`src/hdl/rdl_pkg.sv`:
```
// Shared types and codes for the replay deduplication ledger.
`default_nettype none
package rdl_pkg;

	localparam logic [1:0] REQ_FIND   = 2'd0;
	localparam logic [1:0] REQ_RECORD = 2'd1;
	localparam logic [1:0] REQ_CLEAR  = 2'd2;

	localparam logic [0:0] REG_CAPACITY = 1'b0;
	localparam logic [4:0] CAPACITY_RESET = 5'd16;

	typedef enum logic [2:0] {
		ST_NOT_FOUND = 3'd0,
		ST_CONFLICT  = 3'd1,
		ST_REPLAY    = 3'd2,
		ST_INSERTED  = 3'd3,
		ST_SAME      = 3'd4,
		ST_REJECTED  = 3'd5,
		ST_CLEARED   = 3'd6
	} status_t;

	typedef struct packed {
		logic [1:0]  req_type;
		logic [31:0] request_id;
		logic [7:0]  request_action;
		logic [31:0] target_instance;
		logic [31:0] expected_revision;
		logic        request_valid;
		logic [31:0] result_request_id;
		logic [7:0]  result_action;
		logic [7:0]  result_code;
		logic [31:0] result_revision;
		logic [15:0] result_tag;
	} req_t;

	typedef struct packed {
		logic [2:0]  status;
		logic [7:0]  stored_code;
		logic [31:0] stored_revision;
		logic [15:0] stored_tag;
	} res_t;

	typedef enum logic [2:0] {
		S_IDLE,
		S_DECODE,
		S_SCAN,
		S_EVICT,
		S_INSERT
	} state_t;

	typedef struct packed {
		logic    load;
		logic    scan_init;
		logic    issue;
		logic    evict;
		logic    insert;
		logic    clear_ledger;
		logic    emit;
		status_t emit_status;
	} ctrl_cmd_t;

	typedef struct packed {
		logic [1:0] req_type;
		logic       pre_ok;
		logic       live_zero;
		logic       hit;
		logic       scan_end;
		logic       match_req;
		logic       match_res;
	} ctrl_sts_t;

endpackage
`default_nettype wire

```
`src/hdl/rdl_ctrl.sv`:
```
// Controller state machine that sequences decode, ledger scan, eviction and insert.
`default_nettype none
module rdl_ctrl (
	input  wire logic              clk,
	input  wire logic              arst_n,
	input  wire logic              start,
	output logic                   busy,
	output rdl_pkg::ctrl_cmd_t     cmd,
	input  wire rdl_pkg::ctrl_sts_t sts
);

	rdl_pkg::state_t state_q;
	rdl_pkg::state_t state_d;

	always_ff @(posedge clk or negedge arst_n) begin
		if (!arst_n) begin
			state_q <= rdl_pkg::S_IDLE;
		end else begin
			state_q <= state_d;
		end
	end

	always_comb begin
		state_d         = state_q;
		cmd             = '0;
		cmd.emit_status = rdl_pkg::ST_REJECTED;
		busy            = 1'b1;
		case (state_q)
			rdl_pkg::S_IDLE: begin
				busy = 1'b0;
				if (start) begin
					cmd.load = 1'b1;
					state_d  = rdl_pkg::S_DECODE;
				end
			end
			rdl_pkg::S_DECODE: begin
				case (sts.req_type)
					rdl_pkg::REQ_FIND: begin
						if (sts.live_zero) begin
							cmd.emit        = 1'b1;
							cmd.emit_status = rdl_pkg::ST_NOT_FOUND;
							state_d         = rdl_pkg::S_IDLE;
						end else begin
							cmd.scan_init = 1'b1;
							state_d       = rdl_pkg::S_SCAN;
						end
					end
					rdl_pkg::REQ_RECORD: begin
						if (!sts.pre_ok) begin
							cmd.emit        = 1'b1;
							cmd.emit_status = rdl_pkg::ST_REJECTED;
							state_d         = rdl_pkg::S_IDLE;
						end else if (sts.live_zero) begin
							state_d = rdl_pkg::S_EVICT;
						end else begin
							cmd.scan_init = 1'b1;
							state_d       = rdl_pkg::S_SCAN;
						end
					end
					rdl_pkg::REQ_CLEAR: begin
						cmd.clear_ledger = 1'b1;
						cmd.emit         = 1'b1;
						cmd.emit_status  = rdl_pkg::ST_CLEARED;
						state_d          = rdl_pkg::S_IDLE;
					end
					default: begin
						cmd.emit        = 1'b1;
						cmd.emit_status = rdl_pkg::ST_REJECTED;
						state_d         = rdl_pkg::S_IDLE;
					end
				endcase
			end
			rdl_pkg::S_SCAN: begin
				cmd.issue = !sts.hit && !sts.scan_end;
				if (sts.hit) begin
					cmd.emit = 1'b1;
					state_d  = rdl_pkg::S_IDLE;
					if (sts.req_type == rdl_pkg::REQ_FIND) begin
						cmd.emit_status = sts.match_req ? rdl_pkg::ST_REPLAY
						                                : rdl_pkg::ST_CONFLICT;
					end else begin
						cmd.emit_status = (sts.match_req && sts.match_res)
						                ? rdl_pkg::ST_SAME : rdl_pkg::ST_REJECTED;
					end
				end else if (sts.scan_end) begin
					if (sts.req_type == rdl_pkg::REQ_FIND) begin
						cmd.emit        = 1'b1;
						cmd.emit_status = rdl_pkg::ST_NOT_FOUND;
						state_d         = rdl_pkg::S_IDLE;
					end else begin
						state_d = rdl_pkg::S_EVICT;
					end
				end
			end
			rdl_pkg::S_EVICT: begin
				cmd.evict = 1'b1;
				state_d   = rdl_pkg::S_INSERT;
			end
			rdl_pkg::S_INSERT: begin
				cmd.insert      = 1'b1;
				cmd.emit        = 1'b1;
				cmd.emit_status = rdl_pkg::ST_INSERTED;
				state_d         = rdl_pkg::S_IDLE;
			end
			default: begin
				state_d = rdl_pkg::S_IDLE;
			end
		endcase
	end

endmodule
`default_nettype wire

```
`src/hdl/rdl_dpath.sv`:
```
// Datapath with the entry ring memory, scan pointer, occupancy counters and result register.
`default_nettype none
module rdl_dpath #(
	parameter int DEPTH    = 16,
	parameter int ID_WIDTH = 32
) (
	input  wire logic               clk,
	input  wire logic               arst_n,
	input  wire rdl_pkg::req_t      req,
	input  wire logic [4:0]         capacity,
	input  wire rdl_pkg::ctrl_cmd_t cmd,
	output rdl_pkg::ctrl_sts_t      sts,
	output rdl_pkg::res_t           res,
	output logic                    done
);

	localparam int KEY_W = (ID_WIDTH < 32) ? ID_WIDTH : 32;
	localparam int AW    = (DEPTH > 1) ? $clog2(DEPTH) : 1;
	localparam int CW    = $clog2(DEPTH + 1);
	localparam int EW    = (CW > 5) ? CW : 5;
	localparam int SW    = ((AW > CW) ? AW : CW) + 1;
	localparam logic [SW-1:0] DEPTH_S = SW'(DEPTH);
	localparam logic [EW-1:0] DEPTH_E = EW'(DEPTH);
	localparam logic [AW-1:0] LAST_SLOT = AW'(DEPTH - 1);

	typedef struct packed {
		logic [KEY_W-1:0] key;
		logic [7:0]       action;
		logic [31:0]      target;
		logic [31:0]      expected;
		logic [7:0]       code;
		logic [31:0]      revision;
		logic [15:0]      tag;
	} entry_t;

	entry_t mem [DEPTH];
	entry_t rdata_q;
	entry_t wentry;

	rdl_pkg::req_t req_q;
	logic [AW-1:0] oldest_q;
	logic [CW-1:0] live_q;
	logic [AW-1:0] ptr_q;
	logic [CW-1:0] issue_cnt_q;
	logic          valid_s1;
	rdl_pkg::res_t res_q;
	logic          done_q;

	logic [EW-1:0] cap_e;
	logic [EW-1:0] eff_cap;
	logic          full;
	logic [SW-1:0] drop;
	logic [SW-1:0] osum;
	logic [SW-1:0] isum;
	logic [AW-1:0] oldest_evict;
	logic [AW-1:0] ins_slot;
	logic          emit_replay;

	always_comb begin
		cap_e   = EW'(capacity);
		eff_cap = cap_e;
		if (cap_e == '0) begin
			eff_cap = EW'(1);
		end
		if (cap_e > DEPTH_E) begin
			eff_cap = DEPTH_E;
		end
		full = EW'(live_q) >= eff_cap;
		drop = SW'(live_q) - SW'(eff_cap) + SW'(1);
		osum = SW'(oldest_q) + drop;
		if (osum >= DEPTH_S) begin
			osum = osum - DEPTH_S;
		end
		oldest_evict = osum[AW-1:0];
		isum = SW'(oldest_q) + SW'(live_q);
		if (isum >= DEPTH_S) begin
			isum = isum - DEPTH_S;
		end
		ins_slot = isum[AW-1:0];
	end

	always_comb begin
		wentry.key      = req_q.request_id[KEY_W-1:0];
		wentry.action   = req_q.request_action;
		wentry.target   = req_q.target_instance;
		wentry.expected = req_q.expected_revision;
		wentry.code     = req_q.result_code;
		wentry.revision = req_q.result_revision;
		wentry.tag      = req_q.result_tag;
	end

	always_comb begin
		sts.req_type  = req_q.req_type;
		sts.pre_ok    = req_q.request_valid
		             && (req_q.result_request_id[KEY_W-1:0] == req_q.request_id[KEY_W-1:0])
		             && (req_q.result_action == req_q.request_action);
		sts.live_zero = live_q == '0;
		sts.hit       = valid_s1 && (rdata_q.key == req_q.request_id[KEY_W-1:0]);
		sts.scan_end  = issue_cnt_q == live_q;
		sts.match_req = (rdata_q.action == req_q.request_action)
		             && (rdata_q.target == req_q.target_instance)
		             && (rdata_q.expected == req_q.expected_revision);
		sts.match_res = (rdata_q.code == req_q.result_code)
		             && (rdata_q.revision == req_q.result_revision)
		             && (rdata_q.tag == req_q.result_tag);
	end

	always_ff @(posedge clk) begin
		if (cmd.insert) begin
			mem[ins_slot] <= wentry;
		end
		if (cmd.issue) begin
			rdata_q <= mem[ptr_q];
		end
	end

	always_ff @(posedge clk) begin
		if (cmd.load) begin
			req_q <= req;
		end
	end

	always_ff @(posedge clk or negedge arst_n) begin
		if (!arst_n) begin
			oldest_q    <= '0;
			live_q      <= '0;
			ptr_q       <= '0;
			issue_cnt_q <= '0;
			valid_s1    <= 1'b0;
		end else begin
			if (cmd.scan_init) begin
				ptr_q       <= oldest_q;
				issue_cnt_q <= '0;
				valid_s1    <= 1'b0;
			end else begin
				valid_s1 <= cmd.issue;
				if (cmd.issue) begin
					ptr_q       <= (ptr_q == LAST_SLOT) ? '0 : ptr_q + AW'(1);
					issue_cnt_q <= issue_cnt_q + CW'(1);
				end
			end
			if (cmd.clear_ledger) begin
				oldest_q <= '0;
				live_q   <= '0;
			end else if (cmd.evict && full) begin
				oldest_q <= oldest_evict;
				live_q   <= CW'(eff_cap - EW'(1));
			end else if (cmd.insert) begin
				live_q <= live_q + CW'(1);
			end
		end
	end

	assign emit_replay = cmd.emit_status == rdl_pkg::ST_REPLAY;

	always_ff @(posedge clk) begin
		if (cmd.emit) begin
			res_q.status          <= cmd.emit_status;
			res_q.stored_code     <= emit_replay ? rdata_q.code : '0;
			res_q.stored_revision <= emit_replay ? rdata_q.revision : '0;
			res_q.stored_tag      <= emit_replay ? rdata_q.tag : '0;
		end
	end

	always_ff @(posedge clk or negedge arst_n) begin
		if (!arst_n) begin
			done_q <= 1'b0;
		end else begin
			done_q <= cmd.emit;
		end
	end

	assign res  = res_q;
	assign done = done_q;

endmodule
`default_nettype wire

```
`src/hdl/replay_dedup_ledger.sv`:
```
// Top level of the replay deduplication ledger with its configuration register port.
//
//   Channel   Handshake            Payload
//   request   start, busy          req (rdl_pkg::req_t)
//   result    done (one cycle)     res (rdl_pkg::res_t)
//   config    psel/penable/pwrite  paddr, pwdata, prdata, pready
//
// A clear, a rejected record or a find on an empty ledger is answered from the decode state.
// A record into an empty ledger goes from decode through the evict and insert states.
// A find or record scans the live entries oldest first, reading one entry at a time through
// the single read port of the entry memory; a record with no hit then goes to evict and insert.
// Reset empties the ledger and sets capacity to 16; entry contents are not cleared.
// busy is high while a request is in work; done needs no acknowledge.
`default_nettype none
module replay_dedup_ledger #(
	parameter int DEPTH    = 16,
	parameter int ID_WIDTH = 32
) (
	input  wire logic          clk,
	input  wire logic          arst_n,
	input  wire logic          start,
	output logic               busy,
	input  wire rdl_pkg::req_t req,
	output logic               done,
	output rdl_pkg::res_t      res,
	input  wire logic          psel,
	input  wire logic          penable,
	input  wire logic          pwrite,
	input  wire logic [2:0]    paddr,
	input  wire logic [31:0]   pwdata,
	output logic [31:0]        prdata,
	output logic               pready
);

	rdl_pkg::ctrl_cmd_t cmd;
	rdl_pkg::ctrl_sts_t sts;
	logic [4:0]         capacity_q;
	logic               reg_sel;

	assign pready  = 1'b1;
	assign reg_sel = paddr[2] == rdl_pkg::REG_CAPACITY;
	assign prdata  = reg_sel ? {27'd0, capacity_q} : 32'd0;

	always_ff @(posedge clk or negedge arst_n) begin
		if (!arst_n) begin
			capacity_q <= rdl_pkg::CAPACITY_RESET;
		end else if (psel && penable && pwrite && pready && reg_sel) begin
			capacity_q <= pwdata[4:0];
		end
	end

	rdl_ctrl u_ctrl (
		.clk    (clk),
		.arst_n (arst_n),
		.start  (start),
		.busy   (busy),
		.cmd    (cmd),
		.sts    (sts)
	);

	rdl_dpath #(
		.DEPTH    (DEPTH),
		.ID_WIDTH (ID_WIDTH)
	) u_dpath (
		.clk      (clk),
		.arst_n   (arst_n),
		.req      (req),
		.capacity (capacity_q),
		.cmd      (cmd),
		.sts      (sts),
		.res      (res),
		.done     (done)
	);

endmodule
`default_nettype wire
```
`config.mk`:
```
export PLATFORM = sky130hd
export DESIGN_NAME = replay_dedup_ledger
export DESIGN_NICKNAME = d
export VERILOG_FILES = /design/src/hdl/rdl_pkg.sv /design/src/hdl/rdl_ctrl.sv /design/src/hdl/rdl_dpath.sv /design/src/hdl/replay_dedup_ledger.sv
export SDC_FILE = /design/constraint.sdc
export NUM_CORES = 2
export LEC_CHECK = 0
export BUFFER_PORTS_ARGS = -buffer_cell sky130_fd_sc_hd__buf_2
export CAP_MARGIN = 20
export CORE_MARGIN = 3
export CORE_UTILIZATION = 45
export CTS_BUF_LIST = sky130_fd_sc_hd__clkbuf_4 sky130_fd_sc_hd__clkbuf_8 sky130_fd_sc_hd__clkbuf_16
export CTS_CLUSTER_SIZE = 12
export DETAILED_ROUTE_END_ITERATION = 10
export GPL_TIMING_DRIVEN = 0
export PLACE_DENSITY = 0.61
export SLEW_MARGIN = 20
export SYNTH_ARGS = -nofsm -noshare
export SYNTH_HDL_FRONTEND = slang
export SYNTH_SLANG_ARGS = --single-unit
export TNS_END_PERCENT = 100
```
`constraint.sdc`:
```
create_clock -name clk -period 10.9 [get_ports clk]
set_input_delay 1.09 -clock clk [delete_from_list [all_inputs] [get_ports clk]]
set_output_delay 1.09 -clock clk [all_outputs]
set_load 0.02 [all_outputs]
```
## Word level (Yosys, flattened, before mapping)

Memory sizes are Yosys's and may differ from the RTL's. A register that Yosys moved wholly into a read port is not among the register bits.
Index checks and enable logic that the tools add are counted.

- Bitwise logic cells: 1
- Muxes and demuxes: 49
- Equality and inequality tests: 20
- Order comparisons: 4
- $add $sub $neg: 10
- Reduce and logical (&&, ||, !) cells: 23

Operator list:

| kind | count |
|---|---|
| $eq A32 B32 Y1 | 5 |
| $mux W4 | 12 |
| $mux W5 | 8 |
| $eq A8 B8 Y1 | 3 |
| $pmux W4 S3 | 2 |
| $eq A16 B16 Y1 | 1 |
| $mux W1 | 16 |
| $logic_and A1 B1 Y1 | 13 |
| $ge A6 B5 Y1 const B | 2 |
| $mux W3 | 4 |
| $pmux W3 S4 | 1 |
| $add A5 B1 Y5 const B | 2 |
| $logic_not A5 Y1 | 2 |
| $eq A3 B2 Y1 const B | 3 |
| $mux W2 | 4 |
| $sub A4 B1 Y4 const B | 2 |
| $add A4 B5 Y6 | 1 |
| $add A4 B6 Y6 | 1 |
| $add A6 B1 Y6 const B | 1 |
| $pmux W3 S2 | 1 |
| $sub A5 B5 Y6 | 1 |
| $eq A5 B5 Y1 | 1 |
| $ge A5 B5 Y1 | 1 |
| $gt A5 B5 Y1 const B | 1 |
| other kinds (17) | 19 |

- Output and inout port bits: 94
- RAM bits: 2,560
- Memories: 1
- Input bits: 244
- Word-level logic and storage cells: 131
- Register bits: 290

Memory list:

| name | words | bits a word | read ports | clocked after memory_dff | write ports | RTL line | RTL |
|---|---|---|---|---|---|---|---|
| u_dpath.mem | 16 | 160 | 1 | 1 | 1 | rdl_dpath.sv:36 | `entry_t mem [DEPTH];` |

## Logic depth before layout (Yosys ltp)

- Depth in word-level cells: 10
- Mapped depth: 12
- Gate-level depth less buffers: 12

## Modules after synthesis

Synthesis repeated with hierarchy kept, for this count alone.

- Cells, all modules: 4,590
- Area total of the unflattened synthesis: 113,595.2 um2

Modules (own cells, without submodules):

| module | cells each | area each (um2) | sequential area each (um2) | times used |
|---|---|---|---|---|
| rdl_dpath | 4,482 | 112,636.8 | 90,046.4 | 1 |
| rdl_ctrl | 62 | 490.5 | 75.1 | 1 |
| replay_dedup_ledger | 46 | 467.9 | 126.4 | 1 |

## Least setup slack after synthesis

No wires, ideal clock.

- Kind: input to register
- Start: input port start
- End: register u_dpath.req_q[0] (netlist name), enable pin
- Library setup time: 0.772 ns
- Setup slack: 0.630 ns
- Arrival: 9.498 ns
- Buffers on the path: 0
- Required time: 10.128 ns
- Stages: 2
- Path through: inv_1 nor2_1

RTL lines:

| element | RTL line | RTL |
|---|---|---|
| from (decl) | replay_dedup_ledger.sv:21 | `input wire logic start,` |
| to (signal assigned) | rdl_dpath.sv:119 | `req_q <= req;` |
| to (decl) | rdl_dpath.sv:40 | `rdl_pkg::req_t req_q;` |

## Worst setup path after layout

- Start: register u_dpath.req_q[127] (netlist name)
- End: register u_dpath.res_q (netlist bit u_dpath.res[48]) (data pin)

- Longest elaborated chain between the ends: 8
- Elaborated cells on any way between the ends: 9
- Those cells by class: eq/ne (2); mux (5); reduce/logical (2)

RTL lines:

| element | RTL line | RTL |
|---|---|---|
| $eq A32 B32 Y1 * | rdl_dpath.sv:102 | `&& (rdata_q.expected == req_q.expected_revision);` |
| $logic_and A1 B1 Y1 * | rdl_dpath.sv:102 |  |
| $logic_and A1 B1 Y1 | rdl_ctrl.sv:82 | `cmd.emit_status = (sts.match_req && sts.match_res)` |
| $mux W1 | rdl_ctrl.sv:83 | `? rdl_pkg::ST_SAME : rdl_pkg::ST_REJECTED;` |
| $mux W3 * | rdl_ctrl.sv:78 | `if (sts.req_type == rdl_pkg::REQ_FIND) begin` |
| $mux W4 * | rdl_ctrl.sv:75 | `if (sts.hit) begin` |
| $pmux W4 S3 * | rdl_ctrl.sv:28 | `case (state_q)` |
| $eq A3 B2 Y1 * | rdl_dpath.sv:154 | `assign emit_replay = cmd.emit_status == rdl_pkg::ST_REPLAY;` |
| to (decl) | rdl_dpath.sv:46 | `rdl_pkg::res_t res_q;` |

Every way passes the cells marked *; elsewhere a longest branch is shown, timed or not.
A chain may end at the register's enable or synchronous reset.

==> metrics <==
first-pass GRT wire length=417000 µm; row cnt=183; placed insts=8534; Setup WS post-layout=5.49 ns; R2R Setup Slk=5.49 ns; top cell type's share of synthesized area=78.7%; Post-Layout Cell Count=9076; Syn-to-layout area delta=18.2%; sw power=4.65 mW; Power Total=23.5 mW; Post-synth EDFFs=2982; final antenna-violating net count=0; CTS tree=yes; crit-path most repeated cell=nor3_1; Num CTS Buffers=330; Crit path required time=11.47 ns; Vias=53700; Seq cells post-synth=3010; hold buffers post-CTS=0; clock latency on the worst-skew pair=0.93 ns; Period Utilization, post-route=49.7%; Max stage delay cell, worst path=nor3_1; H-Tree Level Count=5; dpl hpwl=193000 µm; CTS resizes=0; die area=259000 µm²; Mapped Cells=4685; DR pass1 iterations=6; clock share of power=43.4%; unique cell type count in the Yosys netlist=53; Slew @ Worst Pin=1.16 ns; RSZ-0062 raised after global routing=false; Post-synth ARST share=0.930%; die span in x=509 µm; initial antenna violation count=16; share of layout cells above drive strength 1=34.1%; # DRC=0; largest net degree at the start of global routing=60; Final Max Tran Viols=0; Leakage=41.5 nW; Sink Count=3010; Hold Crit Class=input pin to asynchronous set/reset pin; yosys warns=0; Area contributors post-synth=edfxtp_1 (79%), mux4_2 (16%), xnor2_1 (1.6%), dfrtp_1 (0.59%), clkbuf_1 (0.37%); worst vdd ir=166 µV; outcome=finished, final reports clean; endpoint type of the worst setup path=flop; clk buf depth=4; fin util=53.8%; Post-synth top flop=edfxtp_1; Initial Utilization=45.5%; Port Buffer Count=280; MaxCap Viol Count=0; Seq/Total Area, Yosys=79.3%; clock skew=0.0509 ns; R2R depth=8; Avg Cell Area, Syn=24.3 µm²; Sw Ratio=19.8%; pre-CTS WS=5.84 ns; Final Hold Viols=0; reg-to-reg critical path endpoint=u_dpath.res[48]; crit path time final=5.41 ns; CP arrival=5.98 ns; Worst Path Max Fanout=17; Die Span Y=509 µm; vias in the first global route=54300; Root Driver=clkbuf_16; Final Net Count=5809; # Post-CTS Setup Buffers=0; logic gate share of total power=1.4%; mapped cell area=114000 µm²; area leader, netlist=edfxtp_1; Avg WL per Cell=32.8 µm; register share of total power=55.1%; Fmax achieved=185 MHz; DR vias/cell=5.91; critical setup path kind=flop to flop; Slowest Stage Delay on Critical Path=0.90 ns; internal power=18.8 mW; pwr dens=175 nW/µm²; cells along the critical path=xnor2_1 -> nand4_1 -> nor4_1 -> nand3_1 -> nor3_1 -> a21oi_1 -> clkbuf_1 -> nor3_1; GRT Overall Usage=23.0%; Clock transition at path regs=0.06 ns; r2r startpoint=u_dpath.req_q[127]; setup TNS=0 ns; RD Place Congestion=0.763; core area=250000 µm²; Total Wirelength=297000 µm; CP Launch Type=flop; slew margin rel.=22.4%; io pins=338; Congestion Overflow GR=0; final setup vio count=0; initial drt markers=6898
[layout make-up]
cell class / instances / area (µm²)
diodes: 5 / 12.5
clock buffers: 420 / 9060
plain buffers: 232 / 1140
repair buffers: 496 / 6420
clock inverters: 114 / 681
well taps: 3330 / 4170
fillers: 18900 / 116000
flip-flops and latches: 3010 / 90200
inverters: 26 / 105
multi-input cells: 1443 / 22700
[logic make-up (layout without fill, tap and decap cells)]
kind of cell,count (synthesis),after routing,share of synthesized area [%]
AOI/OAI and AO/OA,75,75,0.447
xor gates and xnor gates,223,223,1.72
adders and majority gates,26,26,0.312
buffers and inverters,258,1288,1.02
DFF,3010,3010,79.3
muxes,806,806,15.8
other,2,33,0.00660
and+or+nand+nor,285,285,1.44
[flip-flops by register name (all words and copies together) (netlist names)]
name                 cells
u_dpath.done             1
u_ctrl.state_q           3
u_dpath.ptr_q            4
u_dpath.live_q           5
u_dpath.oldest_q         4
u_dpath.res             59
u_dpath.rdata_q        160
u_dpath.sts              2
u_dpath.valid_s1         1
u_dpath.req_q          201
capacity_q               5
u_dpath.issue_cnt_q      5
u_dpath.mem           2560
[synthesized netlist by cell type, types with 4 or more instances]
cell type	count
mux4_2	788
xnor2_1	202
buf_1	44
a21oi_1	26
nor2b_1	6
mux2i_1	11
nand2_1	80
edfxtp_1	2982
buf_4	32
nand3_1	12
nand4_1	52
nor3_1	24
xor2_1	21
inv_1	23
ha_1	22
buf_2	40
fa_1	4
a21o_1	6
and2_1	14
nor2_1	30
dfrtp_1	27
a211oi_1	20
clkbuf_1	113
o21ai_0	6
nor3_2	39
nor4_1	13
mux2_2	7
[per-stage QoR]
step | hold slack (ns) | cell area (µm²)
after floorplan | 0.491 | 114000
after global placement | 0.545 | 119000
after detailed placement | 0.553 | 125000
after CTS | 0.181 | 134000
after global routing | 0.229 | 134000
final | 0.219 | 134000
[power by group through the flow]
stage	clock network (mW)	logic, mW	registers [mW]
2_1_floorplan	0	0.140	13.2
3_3_place_gp	0	0.315	13.2
3_5_place_dp	0	0.334	13.2
4_1_cts	10.4	0.337	13.0
5_1_grt	10.8	0.355	13.0
6_report	10.2	0.331	13.0
[worst max path at each step]
stage	from	cells after the start	to
detailed placement	u_dpath.req_q[127]	8	u_dpath.res[51]
floorplan	start	2	u_dpath.req_q[0]
finish	u_dpath.req_q[127]	8	u_dpath.res[48]
CTS	u_dpath.req_q[127]	8	u_dpath.res[51]
global route	u_dpath.req_q[127]	8	u_dpath.res[48]
global placement	start	3	u_dpath.req_q[136]
[cells in the final DEF (no fill, tap or decap), drive strengths merged, types with 11 or more instances in the layout]
cell type / instances
mux2i: 11
ha: 22
nor3: 63
nor2: 30
xnor2: 202
a21oi: 28
dfrtp: 27
mux4: 788
nand2: 80
nand4: 52
edfxtp: 2982
nor4: 14
and2: 14
clkinv: 102
clkbuf: 543
conb: 28
nand3: 12
xor2: 21
a211oi: 20
inv: 30
buf: 605
[layer usage]
metal	share of wire [%]	track usage, %	vias to the layer above
met5	0.012	0	-
met4	2.6	6.09	6
met3	9.4	5.83	438
met2	47	35.8	2610
met1	41	32.7	29000
li1	-	-	21600
[worst max-delay path, delay by kind of cell, from the launching register on]
family                 cells  cell delay, ns
flip-flops                 1            0.60
AO/OA/AOI/OAI              1            0.30
buffers and inverters      1            0.41
XOR/XNOR                   1            0.68
AND/OR/NAND/NOR            5            3.06
(Power assumes the default switching activity.)
